## src/hw/rtl/ccms_pkg.sv

```systemverilog
// ----------------------------------------------------------------------------
// ccms_pkg
// Shared codes, widths and controller/datapath interface types for the
// cyclic message scheduler.
// ----------------------------------------------------------------------------
package ccms_pkg;

  // entries addressable through the 4-bit index
  localparam int MAX_ENTRIES = 16;

  localparam int IN_DATA_W  = 72;
  localparam int OUT_DATA_W = 40;

  // input modes (in_tuser)
  localparam logic [1:0] MODE_PASS   = 2'd0;
  localparam logic [1:0] MODE_TXDONE = 2'd1;
  localparam logic [1:0] MODE_RXSEEN = 2'd2;
  localparam logic [1:0] MODE_LOAD   = 2'd3;

  // result kinds (out_tuser)
  localparam logic [1:0] KIND_TXREQ  = 2'd0;
  localparam logic [1:0] KIND_RXTO   = 2'd1;
  localparam logic [1:0] KIND_TXTO   = 2'd2;
  localparam logic [1:0] KIND_STATUS = 2'd3;

  // scan phase of a timer pass
  localparam logic [1:0] SCAN_NONE  = 2'd0;
  localparam logic [1:0] SCAN_TXREQ = 2'd1;
  localparam logic [1:0] SCAN_RXTO  = 2'd2;
  localparam logic [1:0] SCAN_TXTO  = 2'd3;

  typedef struct packed {
    logic       accept;   // latch the input beat
    logic [1:0] scan;     // active scan phase
    logic       update;   // apply a done/seen/load item
    logic       status;   // emit the closing status beat
  } ccms_cmd_t;

  typedef struct packed {
    logic slot_free;      // output register can take a beat this cycle
    logic scan_done;      // current scan phase finishes this cycle
  } ccms_sts_t;

endpackage

```

## src/hw/rtl/ccms_ctrl.sv

```systemverilog
// ----------------------------------------------------------------------------
// ccms_ctrl
// Sequencer: accepts one item, runs the scan phases of a timer pass or the
// single update step, then issues the status beat.
// ----------------------------------------------------------------------------
module ccms_ctrl (
  input  logic                clk,
  input  logic                rst_n,
  input  logic                in_tvalid,
  output logic                in_tready,
  input  logic [1:0]          in_mode,
  input  ccms_pkg::ccms_sts_t sts,
  output ccms_pkg::ccms_cmd_t cmd
);

  localparam logic [2:0] ST_IDLE  = 3'd0;
  localparam logic [2:0] ST_UPD   = 3'd1;
  localparam logic [2:0] ST_TXREQ = 3'd2;
  localparam logic [2:0] ST_RXTO  = 3'd3;
  localparam logic [2:0] ST_TXTO  = 3'd4;
  localparam logic [2:0] ST_STAT  = 3'd5;

  logic [2:0] state_r;
  logic [2:0] state_nxt;

  assign in_tready  = (state_r == ST_IDLE);
  assign cmd.accept = in_tvalid && in_tready;
  assign cmd.update = (state_r == ST_UPD);
  assign cmd.status = (state_r == ST_STAT);

  always_comb begin
    unique case (state_r)
      ST_TXREQ: cmd.scan = ccms_pkg::SCAN_TXREQ;
      ST_RXTO:  cmd.scan = ccms_pkg::SCAN_RXTO;
      ST_TXTO:  cmd.scan = ccms_pkg::SCAN_TXTO;
      default:  cmd.scan = ccms_pkg::SCAN_NONE;
    endcase
  end

  always_comb begin
    state_nxt = state_r;
    unique case (state_r)
      ST_IDLE: begin
        if (cmd.accept) begin
          state_nxt = (in_mode == ccms_pkg::MODE_PASS) ? ST_TXREQ : ST_UPD;
        end
      end
      ST_UPD:   state_nxt = ST_STAT;
      ST_TXREQ: if (sts.scan_done) state_nxt = ST_RXTO;
      ST_RXTO:  if (sts.scan_done) state_nxt = ST_TXTO;
      ST_TXTO:  if (sts.scan_done) state_nxt = ST_STAT;
      ST_STAT:  if (sts.slot_free) state_nxt = ST_IDLE;
      default:  state_nxt = ST_IDLE;
    endcase
  end

  always_ff @(posedge clk) begin
    if (!rst_n) begin
      state_r <= ST_IDLE;
    end else begin
      state_r <= state_nxt;
    end
  end

  a_scan_only_in_pass: assert property (@(posedge clk) disable iff (!rst_n)
    (cmd.scan != ccms_pkg::SCAN_NONE) |-> !in_tready && !cmd.update && !cmd.status)
    else $error("scan active outside a timer pass");

endmodule

```

## src/hw/rtl/ccms_dp.sv

```systemverilog
// ----------------------------------------------------------------------------
// ccms_dp
// Datapath: entry tables, timeout masks, scan counter, elapsed-time compare
// and the output register.
// ----------------------------------------------------------------------------
module ccms_dp #(
  parameter int TX_ENTRIES = 16,
  parameter int RX_ENTRIES = 16
) (
  input  logic                                clk,
  input  logic                                rst_n,
  input  logic [ccms_pkg::IN_DATA_W-1:0]      in_tdata,
  input  logic [1:0]                          in_tuser,
  input  ccms_pkg::ccms_cmd_t                 cmd,
  output ccms_pkg::ccms_sts_t                 sts,
  output logic                                out_tvalid,
  input  logic                                out_tready,
  output logic [ccms_pkg::OUT_DATA_W-1:0]     out_tdata,
  output logic [1:0]                          out_tuser,
  output logic                                out_tlast
);

  // entries above the 4-bit index range can never be loaded: no storage
  localparam int TXN = (TX_ENTRIES > ccms_pkg::MAX_ENTRIES) ? ccms_pkg::MAX_ENTRIES
                                                           : TX_ENTRIES;
  localparam int RXN = (RX_ENTRIES > ccms_pkg::MAX_ENTRIES) ? ccms_pkg::MAX_ENTRIES
                                                           : RX_ENTRIES;
  localparam int TXW = (TXN > 1) ? $clog2(TXN) : 1;
  localparam int RXW = (RXN > 1) ? $clog2(RXN) : 1;

  // latched item
  logic [1:0]  mode_r;
  logic [31:0] now_r;
  logic [3:0]  idx_r;
  logic        acc_r;
  logic        isrx_r;
  logic        en_r;
  logic        cyc_r;
  logic [29:0] per_r;

  // entry tables
  logic [TXN-1:0] tx_en_r, tx_cyc_r, tx_pend_r;
  logic [29:0]    tx_per_r   [TXN];
  logic [31:0]    tx_stamp_r [TXN];
  logic [RXN-1:0] rx_en_r, rx_cyc_r;
  logic [29:0]    rx_per_r   [RXN];
  logic [31:0]    rx_stamp_r [RXN];

  logic [RXN-1:0] rx_to_r, rx_to_nxt;
  logic [TXN-1:0] tx_to_r, tx_to_nxt;
  logic [3:0]     cnt_r;

  logic        out_valid_r;
  logic [1:0]  out_kind_r;
  logic [3:0]  out_entry_r;
  logic [15:0] out_rxm_r;
  logic [15:0] out_txm_r;
  logic        out_last_r;

  logic [TXW-1:0] tsel, tidx;
  logic [RXW-1:0] rsel, ridx;
  logic [31:0]    tx_el, rx_el;
  logic           slot_free, step, hit, fire, scan_last;
  logic           tx_ok, rx_ok;
  logic           tx_ld, tx_clr, tx_req, rx_ld, rx_seen;
  logic [1:0]     fire_kind;

  assign tsel = cnt_r[TXW-1:0];
  assign rsel = cnt_r[RXW-1:0];
  assign tidx = idx_r[TXW-1:0];
  assign ridx = idx_r[RXW-1:0];

  // elapsed time wraps modulo 2^32
  assign tx_el = now_r - tx_stamp_r[tsel];
  assign rx_el = now_r - rx_stamp_r[rsel];

  assign slot_free = !out_valid_r || out_tready;
  assign step      = (cmd.scan != ccms_pkg::SCAN_NONE) && slot_free;

  always_comb begin
    unique case (cmd.scan)
      ccms_pkg::SCAN_TXREQ: begin
        hit       = tx_en_r[tsel] && tx_cyc_r[tsel] && !tx_pend_r[tsel] &&
                    (tx_el >= {2'b00, tx_per_r[tsel]});
        fire_kind = ccms_pkg::KIND_TXREQ;
        scan_last = (cnt_r == 4'(TXN - 1));
      end
      ccms_pkg::SCAN_RXTO: begin
        // 4*period fits in 32 bits for a 30-bit period
        hit       = rx_en_r[rsel] && rx_cyc_r[rsel] &&
                    (rx_el > {rx_per_r[rsel], 2'b00});
        fire_kind = ccms_pkg::KIND_RXTO;
        scan_last = (cnt_r == 4'(RXN - 1));
      end
      ccms_pkg::SCAN_TXTO: begin
        hit       = tx_pend_r[tsel] && (tx_el > {2'b00, tx_per_r[tsel]});
        fire_kind = ccms_pkg::KIND_TXTO;
        scan_last = (cnt_r == 4'(TXN - 1));
      end
      ccms_pkg::SCAN_NONE: begin
        hit       = 1'b0;
        fire_kind = ccms_pkg::KIND_STATUS;
        scan_last = 1'b0;
      end
    endcase
  end

  assign fire   = step && hit;
  assign tx_req = fire && (cmd.scan == ccms_pkg::SCAN_TXREQ);

  // only the first due request per pass
  assign sts.slot_free = slot_free;
  assign sts.scan_done = step && (scan_last || tx_req);

  assign tx_ok = ({1'b0, idx_r} < 5'(TXN));
  assign rx_ok = ({1'b0, idx_r} < 5'(RXN));

  assign tx_ld   = cmd.update && (mode_r == ccms_pkg::MODE_LOAD) && !isrx_r && tx_ok;
  assign rx_ld   = cmd.update && (mode_r == ccms_pkg::MODE_LOAD) && isrx_r && rx_ok;
  assign rx_seen = cmd.update && (mode_r == ccms_pkg::MODE_RXSEEN) && rx_ok;
  assign tx_clr  = cmd.update && (mode_r == ccms_pkg::MODE_TXDONE) && tx_ok && acc_r &&
                   tx_pend_r[tidx];

  always_comb begin
    rx_to_nxt = rx_to_r;
    tx_to_nxt = tx_to_r;
    if (fire && (cmd.scan == ccms_pkg::SCAN_RXTO)) rx_to_nxt[rsel] = 1'b1;
    if (fire && (cmd.scan == ccms_pkg::SCAN_TXTO)) tx_to_nxt[tsel] = 1'b1;
    if (tx_clr) tx_to_nxt[tidx] = 1'b0;
  end

  // item latch
  always_ff @(posedge clk) begin
    if (cmd.accept) begin
      mode_r <= in_tuser;
      now_r  <= in_tdata[31:0];
      idx_r  <= in_tdata[35:32];
      acc_r  <= in_tdata[36];
      isrx_r <= in_tdata[37];
      en_r   <= in_tdata[38];
      cyc_r  <= in_tdata[39];
      per_r  <= in_tdata[69:40];
    end
  end

  // period and stamp tables, no reset
  always_ff @(posedge clk) begin
    if (tx_ld) begin
      tx_per_r[tidx]   <= per_r;
      tx_stamp_r[tidx] <= now_r;
    end else if (tx_req) begin
      tx_stamp_r[tsel] <= now_r;
    end
    if (rx_ld) begin
      rx_per_r[ridx]   <= per_r;
      rx_stamp_r[ridx] <= now_r;
    end else if (rx_seen) begin
      rx_stamp_r[ridx] <= now_r;
    end
  end

  // flags, masks, counter
  always_ff @(posedge clk) begin
    if (!rst_n) begin
      tx_en_r   <= '0;
      tx_cyc_r  <= '0;
      tx_pend_r <= '0;
      rx_en_r   <= '0;
      rx_cyc_r  <= '0;
      rx_to_r   <= '0;
      tx_to_r   <= '0;
      cnt_r     <= '0;
    end else begin
      rx_to_r <= rx_to_nxt;
      tx_to_r <= tx_to_nxt;
      if (tx_ld) begin
        tx_en_r[tidx]   <= en_r;
        tx_cyc_r[tidx]  <= cyc_r;
        tx_pend_r[tidx] <= 1'b0;
      end else if (tx_clr) begin
        tx_pend_r[tidx] <= 1'b0;
      end else if (tx_req) begin
        tx_pend_r[tsel] <= 1'b1;
      end
      if (rx_ld) begin
        rx_en_r[ridx]  <= en_r;
        rx_cyc_r[ridx] <= cyc_r;
      end
      if (step) begin
        cnt_r <= sts.scan_done ? 4'd0 : cnt_r + 4'd1;
      end
    end
  end

  // output register
  always_ff @(posedge clk) begin
    if (!rst_n) begin
      out_valid_r <= 1'b0;
    end else if (fire || (cmd.status && slot_free)) begin
      out_valid_r <= 1'b1;
    end else if (out_tready) begin
      out_valid_r <= 1'b0;
    end
  end

  always_ff @(posedge clk) begin
    if (fire) begin
      out_kind_r  <= fire_kind;
      out_entry_r <= cnt_r;
      out_rxm_r   <= 16'(rx_to_nxt);
      out_txm_r   <= 16'(tx_to_nxt);
      out_last_r  <= 1'b0;
    end else if (cmd.status && slot_free) begin
      out_kind_r  <= ccms_pkg::KIND_STATUS;
      out_entry_r <= 4'd0;
      out_rxm_r   <= 16'(rx_to_r);
      out_txm_r   <= 16'(tx_to_r);
      out_last_r  <= 1'b1;
    end
  end

  assign out_tvalid = out_valid_r;
  assign out_tuser  = out_kind_r;
  assign out_tlast  = out_last_r;
  assign out_tdata  = {4'b0000, out_txm_r, out_rxm_r, out_entry_r};

  a_status_beat: assert property (@(posedge clk) disable iff (!rst_n)
    (out_valid_r && out_last_r) |->
      (out_kind_r == ccms_pkg::KIND_STATUS) && (out_entry_r == 4'd0))
    else $error("last beat is not a status beat");

  a_rx_to_sticky: assert property (@(posedge clk) disable iff (!rst_n)
    1'b1 |=> ((rx_to_r & $past(rx_to_r)) == $past(rx_to_r)))
    else $error("receive timeout bit cleared");

  a_tx_to_clear_one: assert property (@(posedge clk) disable iff (!rst_n)
    1'b1 |=> ($countones($past(tx_to_r) & ~tx_to_r) <= 1))
    else $error("more than one transmit timeout bit cleared");

  a_emit_needs_slot: assert property (@(posedge clk) disable iff (!rst_n)
    (out_valid_r && !out_tready) |=> $stable(out_entry_r) && $stable(out_kind_r))
    else $error("output register overwritten while stalled");

endmodule

```

## src/hw/rtl/can_cyclic_message_scheduler.sv

```systemverilog
// A timer-pass event beat is registered from the scan compare once the input
// beat is latched; the status beat of a done/seen/load item is registered from
// the status state after the update step (take, update, status beat).
// Timer pass: request, receive-timeout and transmit-timeout scans, then status;
// one entry checked per cycle while the output register can take a beat.
// Reset (rst_n low, synchronous) clears enables, pending and timeout bits;
// periods and stamps hold their values until loaded.
// ----------------------------------------------------------------------------
// can_cyclic_message_scheduler
// Periodic transmit scheduler with receive and transmit timeout supervision.
// ----------------------------------------------------------------------------
module can_cyclic_message_scheduler #(
  parameter int TX_ENTRIES = 16,
  parameter int RX_ENTRIES = 16
) (
  input  logic                            clk,
  input  logic                            rst_n,
  input  logic                            in_tvalid,
  output logic                            in_tready,
  // now[31:0], index[35:32], accepted[36], is_receive[37], enable[38],
  // cyclic[39], period[69:40], zero fill[71:70]
  input  logic [ccms_pkg::IN_DATA_W-1:0]  in_tdata,
  input  logic [1:0]                      in_tuser,   // mode[1:0]
  output logic                            out_tvalid,
  input  logic                            out_tready,
  // entry[3:0], rx_timeout_mask[19:4], tx_timeout_mask[35:20], zero fill[39:36]
  output logic [ccms_pkg::OUT_DATA_W-1:0] out_tdata,
  output logic [1:0]                      out_tuser,  // kind[1:0]
  output logic                            out_tlast
);

  ccms_pkg::ccms_cmd_t cmd;
  ccms_pkg::ccms_sts_t sts;

  ccms_ctrl u_ctrl (
    .clk       (clk),
    .rst_n     (rst_n),
    .in_tvalid (in_tvalid),
    .in_tready (in_tready),
    .in_mode   (in_tuser),
    .sts       (sts),
    .cmd       (cmd)
  );

  ccms_dp #(
    .TX_ENTRIES (TX_ENTRIES),
    .RX_ENTRIES (RX_ENTRIES)
  ) u_dp (
    .clk        (clk),
    .rst_n      (rst_n),
    .in_tdata   (in_tdata),
    .in_tuser   (in_tuser),
    .cmd        (cmd),
    .sts        (sts),
    .out_tvalid (out_tvalid),
    .out_tready (out_tready),
    .out_tdata  (out_tdata),
    .out_tuser  (out_tuser),
    .out_tlast  (out_tlast)
  );

endmodule

```

## config.mk

```make
export PLATFORM = sky130hd
export DESIGN_NAME = can_cyclic_message_scheduler
export DESIGN_NICKNAME = d
export VERILOG_FILES = /design/src/hw/rtl/ccms_pkg.sv /design/src/hw/rtl/ccms_ctrl.sv /design/src/hw/rtl/ccms_dp.sv /design/src/hw/rtl/can_cyclic_message_scheduler.sv
export SDC_FILE = /design/constraint.sdc
export NUM_CORES = 2
export LEC_CHECK = 0
export BUFFER_PORTS_ARGS = -buffer_cell sky130_fd_sc_hd__buf_2
export CAP_MARGIN = 0
export CORE_MARGIN = 1.5
export CORE_UTILIZATION = 60
export DETAILED_ROUTE_END_ITERATION = 6
export PLACE_DENSITY = 0.77
export SLEW_MARGIN = 20
export SYNTH_ARGS = -nofsm -noshare
export SYNTH_HDL_FRONTEND = slang
export SYNTH_SLANG_ARGS = --single-unit
```

## constraint.sdc

```tcl
create_clock -name clk -period 11.8 [get_ports clk]
set_input_delay 2.95 -clock clk [delete_from_list [all_inputs] [get_ports clk]]
set_output_delay 2.95 -clock clk [all_outputs]
set_load 0.02 [all_outputs]
```

==> metrics.md <==
| Metric | Value |
|---|---|
| Result of the run | `completed` |
| Min cycle time layout | `just over 9000 ps` |
| CTS tree | `yes` |
| Largest area contributor in the netlist | `edfxtp_1` |
| Final setup viols | `0` |
| Layout Area Growth over Synthesis | `11.7%` |
| Critical Path Sink Type | `flop` |
| First-pass GRT wire length | `between 300000 and 400000 um` |
| Via-to-Cell Ratio | `roughly 6.8` |
| Starting Density | `60.7%` |
| Hpwl dp | `117000 um` |
| Logic gate share of total power | `15.2%` |
| Arrival @ worst endpoint | `a little under 10000 ps` |
| Clk network pwr share | `between 30% and 40%` |
| Synth cell types | `74` |
| Pint | `between 10 and 15 mW` |
| Row cnt | `between 100 and 150` |
| Core area | `146000 um^2` |
| Antenna violations before repair | `3` |
| Top-count cell post-synth | `edfxtp_1` |
| Worst Path Required | `12400 ps` |
| Slew of the pin with the lowest slew margin | `roughly 1200 ps` |
| Synth warn | `0` |
| Final hold slack | `457 ps` |
| Final worst-path cycle share | `76.9%` |
| Routed WL per cell | `~33 um` |
| DR iter-0 viols | `6808` |
| Max VDD drop | `0.184 mV` |
| Endpoints failing hold | `0` |
| Relative slew slack | `between 20 and 25%` |
| MaxCap Viol Count | `0` |
| EDFF count, synth | `about 2100` |
| Total Routed Length | `around 220000 um` |
| Gr usage total | `between 20 and 30%` |
| Drt drc | `0` |
| IO buf count | `about 120` |
| Flops & latches, synth | `around 2200` |
| Clock skew | `about 39 ps` |
| Post-CTS Hold Buffers | `0` |
| Die width | `around 390 um` |
| Sw Pwr | `4.62 mW` |
| Post-detailed-route count of antenna-violating nets | `0` |
| Total CTS buffers | `206` |
| Detailed-route via count | `roughly 46000` |
| Via count of the first global-routing pass | `46500` |
| Main synth FF type | `edfxtp_1` |
| Syn_area_per_cell | `20.2 um^2` |
| Ranking of synthesized cells by area | `edfxtp_1, mux4_2, dfxtp_1, ha_1, inv_1` |
| DRT Pass-1 Iters | `6` |
| Sw frac | `about a quarter` |
| Setup CP Type | `reg2reg` |
| Clock Latency Late Sink | `850 ps` |
| Largest net degree at the start of global routing | `approximately 140` |
| Die area | `150000 um^2` |
| Top-area cell type share of the netlist area | `70.9%` |
| Sequential Power Share | `between 40% and 50%` |
| Hold WC Path Type | `reg2reg` |
| Number of fill cells | `8689` |
| RSZ-0062 raised after global routing | `false` |
| Clk buf depth | `3` |
| Async set-or-reset flop fraction in the synthesized netlist | `0%` |
| Sum of negative setup slack | `0 ps` |
| Synth Instances | `about 4400` |
| Max Clk Rate | `between 100 and 150 MHz` |
| Layout cell share with drive strength beyond 1 | `a little over a quarter` |
| Leak pwr | `approximately 32 nW` |
| I/O pin count | `about 120` |
| Clk sink count | `roughly 2200` |
| Sequential fraction of the synthesis area | `approximately 74%` |
| Synth Cell Area | `between 80000 and 90000 um^2` |
| P per Cell Area | `approximately 190 nW/um^2` |
| Post_cts resized | `0` |
| Post-CTS setup buffers | `0` |
| Global route total overflow | `0` |
| Startpoint class of the critical path | `flop` |
| Clock transition at path regs | `~60 ps` |
| Final net count | `4845` |
| Hold_sp | `u_dp.tx_to_r[9]` |
| Die H | `slightly below 400 um` |
| Synth top cells by count | `edfxtp_1, mux4_2, inv_1, nand2_1, clkbuf_1` |
| CTS root buf | `clkbuf_16` |
| Final GP Congestion | `0.898` |
| Worst-path fanout max | `33` |
| Max-slew violations | `0` |
| CTS H-tree depth | `4` |
[layout by cell type, fill, tap and decap left out, drive strengths merged, types with 20 or more instances in the layout]
cell / netlist / routed
o211ai: 21 / 21
nand3: 53 / 53
buf: 57 / 248
nor2b: 20 / 20
xnor2: 40 / 40
a21oi: 106 / 106
o21ai: 68 / 68
inv: 183 / 175
dfxtp: 125 / 125
and2: 22 / 22
ha: 128 / 128
a21o: 46 / 46
nand2: 163 / 163
mux2i: 52 / 52
clkinv: 2 / 107
clkbuf: 148 / 259
nand2b: 26 / 26
edfxtp: 2094 / 2094
and3: 23 / 23
mux4: 628 / 628
nor2: 146 / 146
nor3: 24 / 24
[layout make-up]
| type | count | area [um^2] | area share (%) |
|---|---|---|---|
| Inverter | 185 | 697 | 0.703 |
| Multi-Input combinational cell | 1777 | 22200 | 22.5 |
| Timing Repair Buffer | 248 | 1710 | 1.72 |
| Clock inverter | 125 | 1150 | 1.16 |
| Clock buffer | 259 | 5480 | 5.53 |
| Sequential cell | 2219 | 65400 | 66.0 |
| Antenna cell | 3 | 7.51 | 0.00758 |
| Tap cell | 1917 | 2400 | 2.42 |
[sequential cells by signal, summed over array words and instances, names as in the netlist, 2 cells and up, named ones only]
name              count
u_dp.out_tuser        2
u_dp.out_entry_r      4
u_dp.tx_pend_r       16
u_dp.rx_per_r       480
u_dp.rx_cyc_r        16
u_dp.rx_stamp_r     512
u_dp.out_txm_r       16
u_dp.rx_to_r         16
u_dp.tx_to_r         16
u_dp.rx_en_r         16
u_dp.per_r           30
u_dp.out_rxm_r       16
u_dp.tx_per_r       480
u_dp.mode_r           2
u_dp.tx_en_r         16
u_dp.cnt_r            4
u_ctrl.state_r        3
u_dp.tx_stamp_r     512
u_dp.idx_r            4
u_dp.now_r           32
u_dp.tx_cyc_r        16
[layer usage]
metal | global-route usage [%] | vias to the layer above | share of wire [%]
met1 | 41.2 | 23800 | 37
met2 | 47.3 | 3138 | 49
li1 | - | 18500 | -
met3 | 6.77 | 442 | 11
met5 | 0 | - | 0.0058
met4 | 11.7 | 2 | 3.9
[stage by stage]
| stage | worst slack (ps) | power, mW | cells | utilization [%] | area, um^2 |
|---|---|---|---|---|---|
| after detailed placement | 2920 | 11.9 | 6345 | 63.2 | 92400 |
| after global routing | 2270 | 18.9 | 6730 | 67.7 | 99100 |
| final | 2720 | 18.3 | 6733 | 67.7 | 99100 |
| after global placement | 3100 | 11.8 | 6343 | 63.2 | 92400 |
| after floorplan | 2840 | 11.0 | 4386 | - | 88700 |
| after CTS | 2750 | 18.4 | 6729 | 67.7 | 99000 |
[path summary, 6_finish.rpt]
path	cells after the start	slack [ps]	to
hold / removal	2	460	u_dp.tx_to_r[9]
hold reg to reg	2	460	u_dp.tx_to_r[9]
setup reg to reg	24	2720	u_dp.out_rxm_r[5]
setup / recovery	24	2720	u_dp.out_rxm_r[5]
[critical path, cell delays in order (launching register included)]
cell	delay, ps
dfxtp_4	680
buf_4	630
mux4_2	610
mux4_2	470
inv_1	80
ha_1	270
o21ai_0	180
a21oi_1	100
o211a_1	280
o22ai_1	500
o311ai_1	330
a2111oi_0	710
o31ai_1	190
a21oi_1	260
xnor2_1	250
ha_1	320
a21o_1	160
a211oi_1	260
o31ai_1	160
a211o_1	240
o221ai_1	500
nand2_1	620
nor2_1	480
o22ai_4	250
buf_16	230
[power groups by stage]
stage	Sequential, mW	Combinational (mW)	Clock [mW]
final	9.01	2.79	6.54
after global routing	9.02	2.97	6.87
after global placement	9.16	2.67	0
after floorplan	9.16	1.89	0
after CTS	9.01	2.78	6.58
after detailed placement	9.17	2.72	0
[kinds of logic (layout without fill, tap and decap cells)]
family          after synthesis  count (layout)  synth area share [%]
xor+xnor                     59              59                 0.582
other cells                   1               7               0.00423
buf+inv                     390             817                  1.72
fa+ha+maj                   130             130                  1.85
mux                         681             681                  16.5
flops                      2219            2219                  73.7
compound gates              374             374                  2.81
simple gates                529             529                  2.79
(Power assumes the default switching activity.)
